**src/design/running_stats_quake_threshold_macros.svh**
```systemverilog
// Assertion macros shared by the running statistics threshold design.
`ifndef RUNNING_STATS_QUAKE_THRESHOLD_MACROS_SVH
`define RUNNING_STATS_QUAKE_THRESHOLD_MACROS_SVH
`ifndef SYNTHESIS
`define RSQT_ASSERT_IMP(label, clk, rst_n, ante, cons) \
    label: assert property (@(posedge clk) disable iff (!rst_n) (ante) |-> (cons)) \
        else $error("rsqt: same-cycle check failed");
`define RSQT_ASSERT_NXT(label, clk, rst_n, ante, cons) \
    label: assert property (@(posedge clk) disable iff (!rst_n) (ante) |=> (cons)) \
        else $error("rsqt: next-cycle check failed");
`else
`define RSQT_ASSERT_IMP(label, clk, rst_n, ante, cons)
`define RSQT_ASSERT_NXT(label, clk, rst_n, ante, cons)
`endif
`endif

```
**src/design/rsqt_pkg.sv**
```systemverilog
// Shared types, constants and datapath command codes for the statistics block.
package rsqt_pkg;

    localparam int MAX_SAMPLES_DEF = 65535;
    localparam int FRAC_BITS_DEF   = 8;
    localparam int VAL_W           = 25;
    localparam logic [VAL_W-1:0] VAL_MAX = '1;
    localparam logic [15:0] SIGMA_RESET = 16'd768;

    localparam logic [1:0] ST_TAKEN   = 2'd0;
    localparam logic [1:0] ST_IGNORED = 2'd1;
    localparam logic [1:0] ST_RESET   = 2'd2;

    typedef logic [4:0] t_dp_op;

    localparam t_dp_op OP_NONE     = 5'd0;
    localparam t_dp_op OP_LOAD     = 5'd1;
    localparam t_dp_op OP_CLR      = 5'd2;
    localparam t_dp_op OP_SQ       = 5'd3;
    localparam t_dp_op OP_SQRT_MAG = 5'd4;
    localparam t_dp_op OP_MAG_TAKE = 5'd5;
    localparam t_dp_op OP_MDIV     = 5'd6;
    localparam t_dp_op OP_MEAN     = 5'd7;
    localparam t_dp_op OP_PROD     = 5'd8;
    localparam t_dp_op OP_M2_UPD   = 5'd9;
    localparam t_dp_op OP_VDIV     = 5'd10;
    localparam t_dp_op OP_VAR_TAKE = 5'd11;
    localparam t_dp_op OP_VSQRT    = 5'd12;
    localparam t_dp_op OP_SD_TAKE  = 5'd13;
    localparam t_dp_op OP_TH_MUL   = 5'd14;
    localparam t_dp_op OP_TH_ADD   = 5'd15;
    localparam t_dp_op OP_PUBLISH  = 5'd16;

    typedef struct packed {
        logic sqrt_done;
        logic div_done;
        logic is_reset;
        logic sq_last;
        logic skip;
        logic cnt_lt2;
        logic out_busy;
    } t_dp_status;

endpackage

```
**src/design/rsqt_ctrl.sv**
```systemverilog
// Controller state machine that sequences the datapath for each item.
`include "running_stats_quake_threshold_macros.svh"
module rsqt_ctrl (
    input  logic                 i_clk,
    input  logic                 i_rst_n,
    input  logic                 i_s_tvalid,
    output logic                 o_s_tready,
    input  rsqt_pkg::t_dp_status i_st,
    output rsqt_pkg::t_dp_op     o_op
);
    import rsqt_pkg::*;

    localparam logic [3:0] S_IDLE   = 4'd0;
    localparam logic [3:0] S_DECODE = 4'd1;
    localparam logic [3:0] S_SQ     = 4'd2;
    localparam logic [3:0] S_MAGS   = 4'd3;
    localparam logic [3:0] S_MAGW   = 4'd4;
    localparam logic [3:0] S_CHK    = 4'd5;
    localparam logic [3:0] S_MDIVW  = 4'd6;
    localparam logic [3:0] S_PROD   = 4'd7;
    localparam logic [3:0] S_M2     = 4'd8;
    localparam logic [3:0] S_CHK2   = 4'd9;
    localparam logic [3:0] S_VDIVW  = 4'd10;
    localparam logic [3:0] S_VSQ    = 4'd11;
    localparam logic [3:0] S_VSQW   = 4'd12;
    localparam logic [3:0] S_THM    = 4'd13;
    localparam logic [3:0] S_THA    = 4'd14;
    localparam logic [3:0] S_PUB    = 4'd15;

    logic [3:0] r_state;
    logic [3:0] n_state;

    assign o_s_tready = r_state == S_IDLE;

    always_comb begin
        n_state = r_state;
        o_op    = OP_NONE;
        case (r_state)
            S_IDLE: begin
                if (i_s_tvalid) begin
                    o_op    = OP_LOAD;
                    n_state = S_DECODE;
                end
            end
            S_DECODE: begin
                if (i_st.is_reset) begin
                    o_op    = OP_CLR;
                    n_state = S_PUB;
                end else begin
                    n_state = S_SQ;
                end
            end
            S_SQ: begin
                o_op = OP_SQ;
                if (i_st.sq_last) n_state = S_MAGS;
            end
            S_MAGS: begin
                o_op    = OP_SQRT_MAG;
                n_state = S_MAGW;
            end
            S_MAGW: begin
                if (i_st.sqrt_done) begin
                    o_op    = OP_MAG_TAKE;
                    n_state = S_CHK;
                end
            end
            S_CHK: begin
                // A full period still reports its standard deviation.
                if (i_st.skip) begin
                    o_op    = OP_VDIV;
                    n_state = S_VDIVW;
                end else begin
                    o_op    = OP_MDIV;
                    n_state = S_MDIVW;
                end
            end
            S_MDIVW: begin
                if (i_st.div_done) begin
                    o_op    = OP_MEAN;
                    n_state = S_PROD;
                end
            end
            S_PROD: begin
                o_op    = OP_PROD;
                n_state = S_M2;
            end
            S_M2: begin
                o_op    = OP_M2_UPD;
                n_state = S_CHK2;
            end
            S_CHK2: begin
                if (i_st.cnt_lt2) begin
                    n_state = S_PUB;
                end else begin
                    o_op    = OP_VDIV;
                    n_state = S_VDIVW;
                end
            end
            S_VDIVW: begin
                if (i_st.div_done) begin
                    o_op    = OP_VAR_TAKE;
                    n_state = S_VSQ;
                end
            end
            S_VSQ: begin
                o_op    = OP_VSQRT;
                n_state = S_VSQW;
            end
            S_VSQW: begin
                if (i_st.sqrt_done) begin
                    o_op    = OP_SD_TAKE;
                    n_state = i_st.skip ? S_PUB : S_THM;
                end
            end
            S_THM: begin
                o_op    = OP_TH_MUL;
                n_state = S_THA;
            end
            S_THA: begin
                o_op    = OP_TH_ADD;
                n_state = S_PUB;
            end
            S_PUB: begin
                if (!i_st.out_busy) begin
                    o_op    = OP_PUBLISH;
                    n_state = S_IDLE;
                end
            end
            default: n_state = S_IDLE;
        endcase
    end

    always_ff @(posedge i_clk) begin
        if (!i_rst_n) begin
            r_state <= S_IDLE;
        end else begin
            r_state <= n_state;
        end
    end

    `RSQT_ASSERT_NXT(a_accept_decode, i_clk, i_rst_n, i_s_tvalid && o_s_tready, r_state == S_DECODE)
    `RSQT_ASSERT_IMP(a_pub_free, i_clk, i_rst_n, o_op == OP_PUBLISH, !i_st.out_busy)
    `RSQT_ASSERT_IMP(a_sqrt_wait, i_clk, i_rst_n, i_st.sqrt_done, r_state == S_MAGW || r_state == S_VSQW)
    `RSQT_ASSERT_IMP(a_div_wait, i_clk, i_rst_n, i_st.div_done, r_state == S_MDIVW || r_state == S_VDIVW)
endmodule

```
**config.mk**
```make
export PLATFORM = sky130hd
export DESIGN_NAME = rsqt_ctrl
export DESIGN_NICKNAME = d
export VERILOG_FILES = /design/src/design/rsqt_pkg.sv /design/src/design/rsqt_ctrl.sv
export VERILOG_INCLUDE_DIRS = /design/src /design/src/design
export SDC_FILE = /design/constraint.sdc
export NUM_CORES = 1
export LEC_CHECK = 0
export ABC_CLOCK_PERIOD_IN_PS = 2680
export BUFFER_PORTS_ARGS = -buffer_cell sky130_fd_sc_hd__buf_2
export CAP_MARGIN = 10
export CORE_AREA = 2 2 39 41
export DETAILED_ROUTE_END_ITERATION = 16
export DIE_AREA = 0 0 41 43
export SYNTH_ARGS = -nofsm -noshare
export SYNTH_HDL_FRONTEND = slang
export SYNTH_SLANG_ARGS = --single-unit
```
**constraint.sdc**
```tcl
create_clock -name i_clk -period 2.68 [get_ports i_clk]
set_input_delay 0.536 -clock i_clk [delete_from_list [all_inputs] [get_ports i_clk]]
set_output_delay 0.536 -clock i_clk [all_outputs]
set_load 0.05 [all_outputs]
```
# Word level (Yosys, flattened, before mapping)
# Index checks and enable logic that the tools add are counted.
classes:
  eq_ne: 22
  mux: 22
  reduce_logical: 2
op_table:
  columns: ["operator", "n"]
  rows:
  - ["5-bit case mux with 16 select lines", 1]
  - ["4-bit case mux with 16 select lines", 1]
  - ["4-bit two-way mux", 13]
  - ["4-bit equality test (second input constant)", 8]
  - ["4-bit by 3-bit equality test with 1-bit output (second input constant)", 4]
  - ["2-bit inequality test (second input constant)", 7]
  - ["3-bit two-way mux", 3]
  - ["4-bit by 2-bit equality test with 1-bit output (second input constant)", 2]
  - ["7-bit AND reduction", 1]
  - ["5-bit two-way mux", 1]
  - ["4-bit by 1-bit equality test with 1-bit output (second input constant)", 1]
  - ["4-bit logical NOT", 1]
  - ["2-bit two-way mux", 2]
  - ["1-bit two-way mux", 1]
word_totals:
  reg_bits: 4
  inputBits: 10
  output_inout_bits: 6

# Logic depth before layout (Yosys ltp)
depth:
  word_depth: 3
  mapped_depth: 6
  ltp_nobuf: 5

# Least setup slack after synthesis
# No wires, ideal clock.
synth_path:
  kind: "reg2out"
  startpoint: "reg r_state[2]"
  endpoint: "out o_s_tready"
  arrival_time_ps: 2169
  required_time_ps: 2144
  path_slack_ps: -25
  path_stages_with_launch: 4
  path_buffers: 2
  cell_sequence: "dfxtp_1 -> buf_2 -> buf_2 -> nor4_1"
synth_between:
  elab_chain_len: 1
synth_lines:
  columns: ["element", "line", "text"]
  rows:
  - ["from (decl)", "rsqt_ctrl.sv:30", "logic [3:0] r_state;"]
  - ["from (signal assigned)", "rsqt_ctrl.sv:137", "r_state <= n_state;"]
  - ["4-bit logical NOT", "rsqt_ctrl.sv:33", "assign o_s_tready = r_state == S_IDLE;"]
  - ["to (decl)", "rsqt_ctrl.sv:7", "output logic o_s_tready,"]
# Every way passes these cells.

# Worst setup path in the final report
layout_path:
  startpoint: "reg r_state[3]"
  endpoint: "out o_op[2]"
layout_between:
  elab_chain_len: 2
  word_cells_on_any_way: 17
  cone_classes: "eq/ne: 15; mux: 1; reduce/logical: 1"
layout_lines:
  columns: ["element", "line", "text"]
  rows:
  - ["4-bit equality test (tied with other cells)", "rsqt_ctrl.sv:38", "case (r_state)"]
  - ["5-bit case mux with 16 select lines *", "rsqt_ctrl.sv:38", null]
  - ["to (decl)", "rsqt_ctrl.sv:9", "output rsqt_pkg::t_dp_op o_op"]
# Mark *: on every way between the ends. The rest lies on a longest branch, timed or not.

==> flow_summary.json <==
{
  "status": "finished, final reports clean",
  "ir_drop_mv": 0.641,
  "dieWidth_um": 41,
  "skew_ns": 0.00176,
  "dp.cells": 104,
  "p_seq_frac": 0.193,
  "worstSkewPairLatency_ns": 0.23,
  "grt_max_degree": 21,
  "grt_overflow_total": 0,
  "rrSetupSlack_ns": 0.99,
  "fmax_ghz": 0.427,
  "cap_viol_max_count": 0,
  "netlist_instances": 79,
  "drc_errors": 0,
  "leakagePower_nw": 0.265,
  "syn_area_um2": 527,
  "final_util": 0.450,
  "combPwrFrac": 0.729,
  "fin_crit_sh": 0.875,
  "cp-end-kind": "output pin",
  "cts.clk_slew.worst_paths_ns": 0.03,
  "pre_cts_slack_ns": 0.561,
  "seq_area_frac_synth": 0.152,
  "cts_sinks": 4,
  "antennaDiodeCount": 0,
  "clockBufferDepth": 2,
  "numCtsBuffers": 3,
  "worst_slack_ns": 0.336,
  "largest_register_ffs": 4,
  "synth_top_area_frac": 0.152,
  "worstPathRequired_ns": 2.14,
  "grt_use_total": 0.168,
  "hpwlAfterDp_um": 934,
  "setup_viol": 0,
  "ys_warn_count": 0,
  "holdPathStages": 3,
  "dpl-instance-area_um2": 601,
  "fin_cells": 107,
  "syn_area_per_cell_um2": 6.67,
  "tightestPinTransition_ns": 0.626,
  "placementRows": 14,
  "start_util": 0.381,
  "reg2regPathDepth": 5,
  "synth_area_leader_cell": "dfxtp_1",
  "grt_pass1_vias": 494,
  "top_register": "r_state",
  "setup_tns_ns": 0,
  "cts_tree": "built",
  "antenna_left": 0,
  "antenna_found_initial": 0,
  "cts_resized": 0,
  "hp-start": "i_st[0]",
  "critPathMaxFanout": 13,
  "reg_top3": "r_state x4",
  "slew_headroom": 0.582,
  "h-tree-depth": 1,
  "r2r-start": "r_state[2]",
  "routed_via_density": 5.50,
  "power.share.clock": 0.078,
  "stdcell_area_um2": 623,
  "cp-start-kind": "flop",
  "drt-wirelength-per-cell_um": 11.9,
  "hold_viol": 0,
  "period_minus_slack_ns": 2.34,
  "final-max-slew-violation-count": 0,
  "p_sw_frac": 0.603,
  "ctsRootBufferMaster": "clkbuf_4",
  "synth.net_count": 89,
  "drt-pass1-iter-count": 4,
  "core_mm2": 0.00138,
  "intPower_w": 0.000360,
  "synth_area_leaders": "dfxtp_1, nand2_1, buf_2",
  "crit_arrival_ns": 1.81,
  "power_switching_w": 0.000548,
  "cts_setup_buffers": 0,
  "path_class": "reg2out",
  "io_buffers": 15,
  "drt_wl_total_mm": 1.27,
  "hold_buffers": 0,
  "ys_seq_elements": 4,
  "cp-startpoint": "r_state[3]",
  "powerDensity_mw_per_mm2": 1460,
  "drtIter0Drc": 14,
  "drive_gt1_frac": 0.253,
  "ios": 16,
  "synth_cell_types": 35,
  "rsz0062_at_grt": "no",
  "area_growth_pct": 18.3,
  "hold_path_class": "in2reg",
  "die_h_um": 43,
  "vias": 589,
  "grt_pass1_wl_mm": 2.10,
  "nets": 103,
  "dieArea_mm2": 0.00176,
  "routabilityCongestion": 0.708
}
[cells by family after synthesis]
family | Yosys count | synth area share
xor gates and xnor gates | 1 | 0.0166
AOI/OAI and AO/OA | 27 | 0.352
DFF | 4 | 0.152
and+or+nand+nor | 34 | 0.321
muxes | 3 | 0.0570
buffers and inverters | 10 | 0.102
[worst paths after layout]
| kind | endpoint |
|---|---|
| max | o_op[2] |
| min | r_state[0] |
| max reg2reg | r_state[2] |
| min reg2reg | r_state[2] |
[cell usage in the layout (no fill, tap or decap), drive strengths merged, types with 4 or more instances in the layout]
master and count:
nand2 10, dfxtp 4, nor2 6, buf 18, o21ai 7, nor3 4
a21oi 4
[layer usage]
metal | track usage | wire length (um) | up-vias
met5 | 0 | 0 | -
met4 | 0.0600 | 0 | 0
met3 | 0.0314 | 50 | 0
met2 | 0.222 | 563 | 13
met1 | 0.260 | 658 | 261
li1 | - | - | 315
[metrics by stage]
| step | hold WS, ns | total power (W) |
|---|---|---|
| floorplan | 0.675 | 0.000723 |
| global placement | 0.733 | 0.000832 |
| detailed placement | 0.746 | 0.000836 |
| CTS | 0.580 | 0.000911 |
| global route | 0.629 | 0.000992 |
| finish | 0.587 | 0.000908 |
[power groups by stage]
stage	registers [W]	clock network (W)	logic [W]
6_report	0.000175	0.0000707	0.000662
5_1_grt	0.000186	0.0000773	0.000729
4_1_cts	0.000173	0.0000749	0.000663
3_5_place_dp	0.000175	0	0.000661
3_3_place_gp	0.000174	0	0.000658
2_1_floorplan	0.0000962	0	0.000627
[cell type report]
cell class | count | area (um2)
multi-input combinational | 65 | 399
clock buffer | 3 | 22.5
tap | 16 | 20.0
timing repair buffer | 18 | 97.6
sequential | 4 | 80.1
fill | 154 | 761
inverter | 1 | 3.75
[Yosys cell counts]
master	number
o21ai_1	4
a41oi_1	1
inv_1	1
o21a_1	1
or3_1	1
buf_2	7
o22ai_1	2
o21ai_0	3
a311oi_1	1
nor2b_1	3
a21oi_1	4
nor2_1	6
a221oi_1	1
clkbuf_1	1
dfxtp_1	4
nand2b_1	3
nand4_1	2
and3_1	1
buf_6	1
xor2_1	1
nor4_1	1
a211oi_1	1
a21bo_1	1
o32ai_1	1
nand2_1	10
and2b_4	1
mux2i_1	3
a31oi_1	1
o31ai_1	2
nor3_1	4
o221ai_1	1
a211o_1	1
o211a_1	1
o31a_1	1
nand3_1	2
[critical path, stage by stage, from the launching register on]
cell,delay [ns]
dfxtp_1,0.57
and2b_4,0.25
o21ai_0,0.13
o21ai_1,0.08
a221oi_1,0.24
buf_2,0.31
Note: power is estimated with default switching activity, not from simulation.
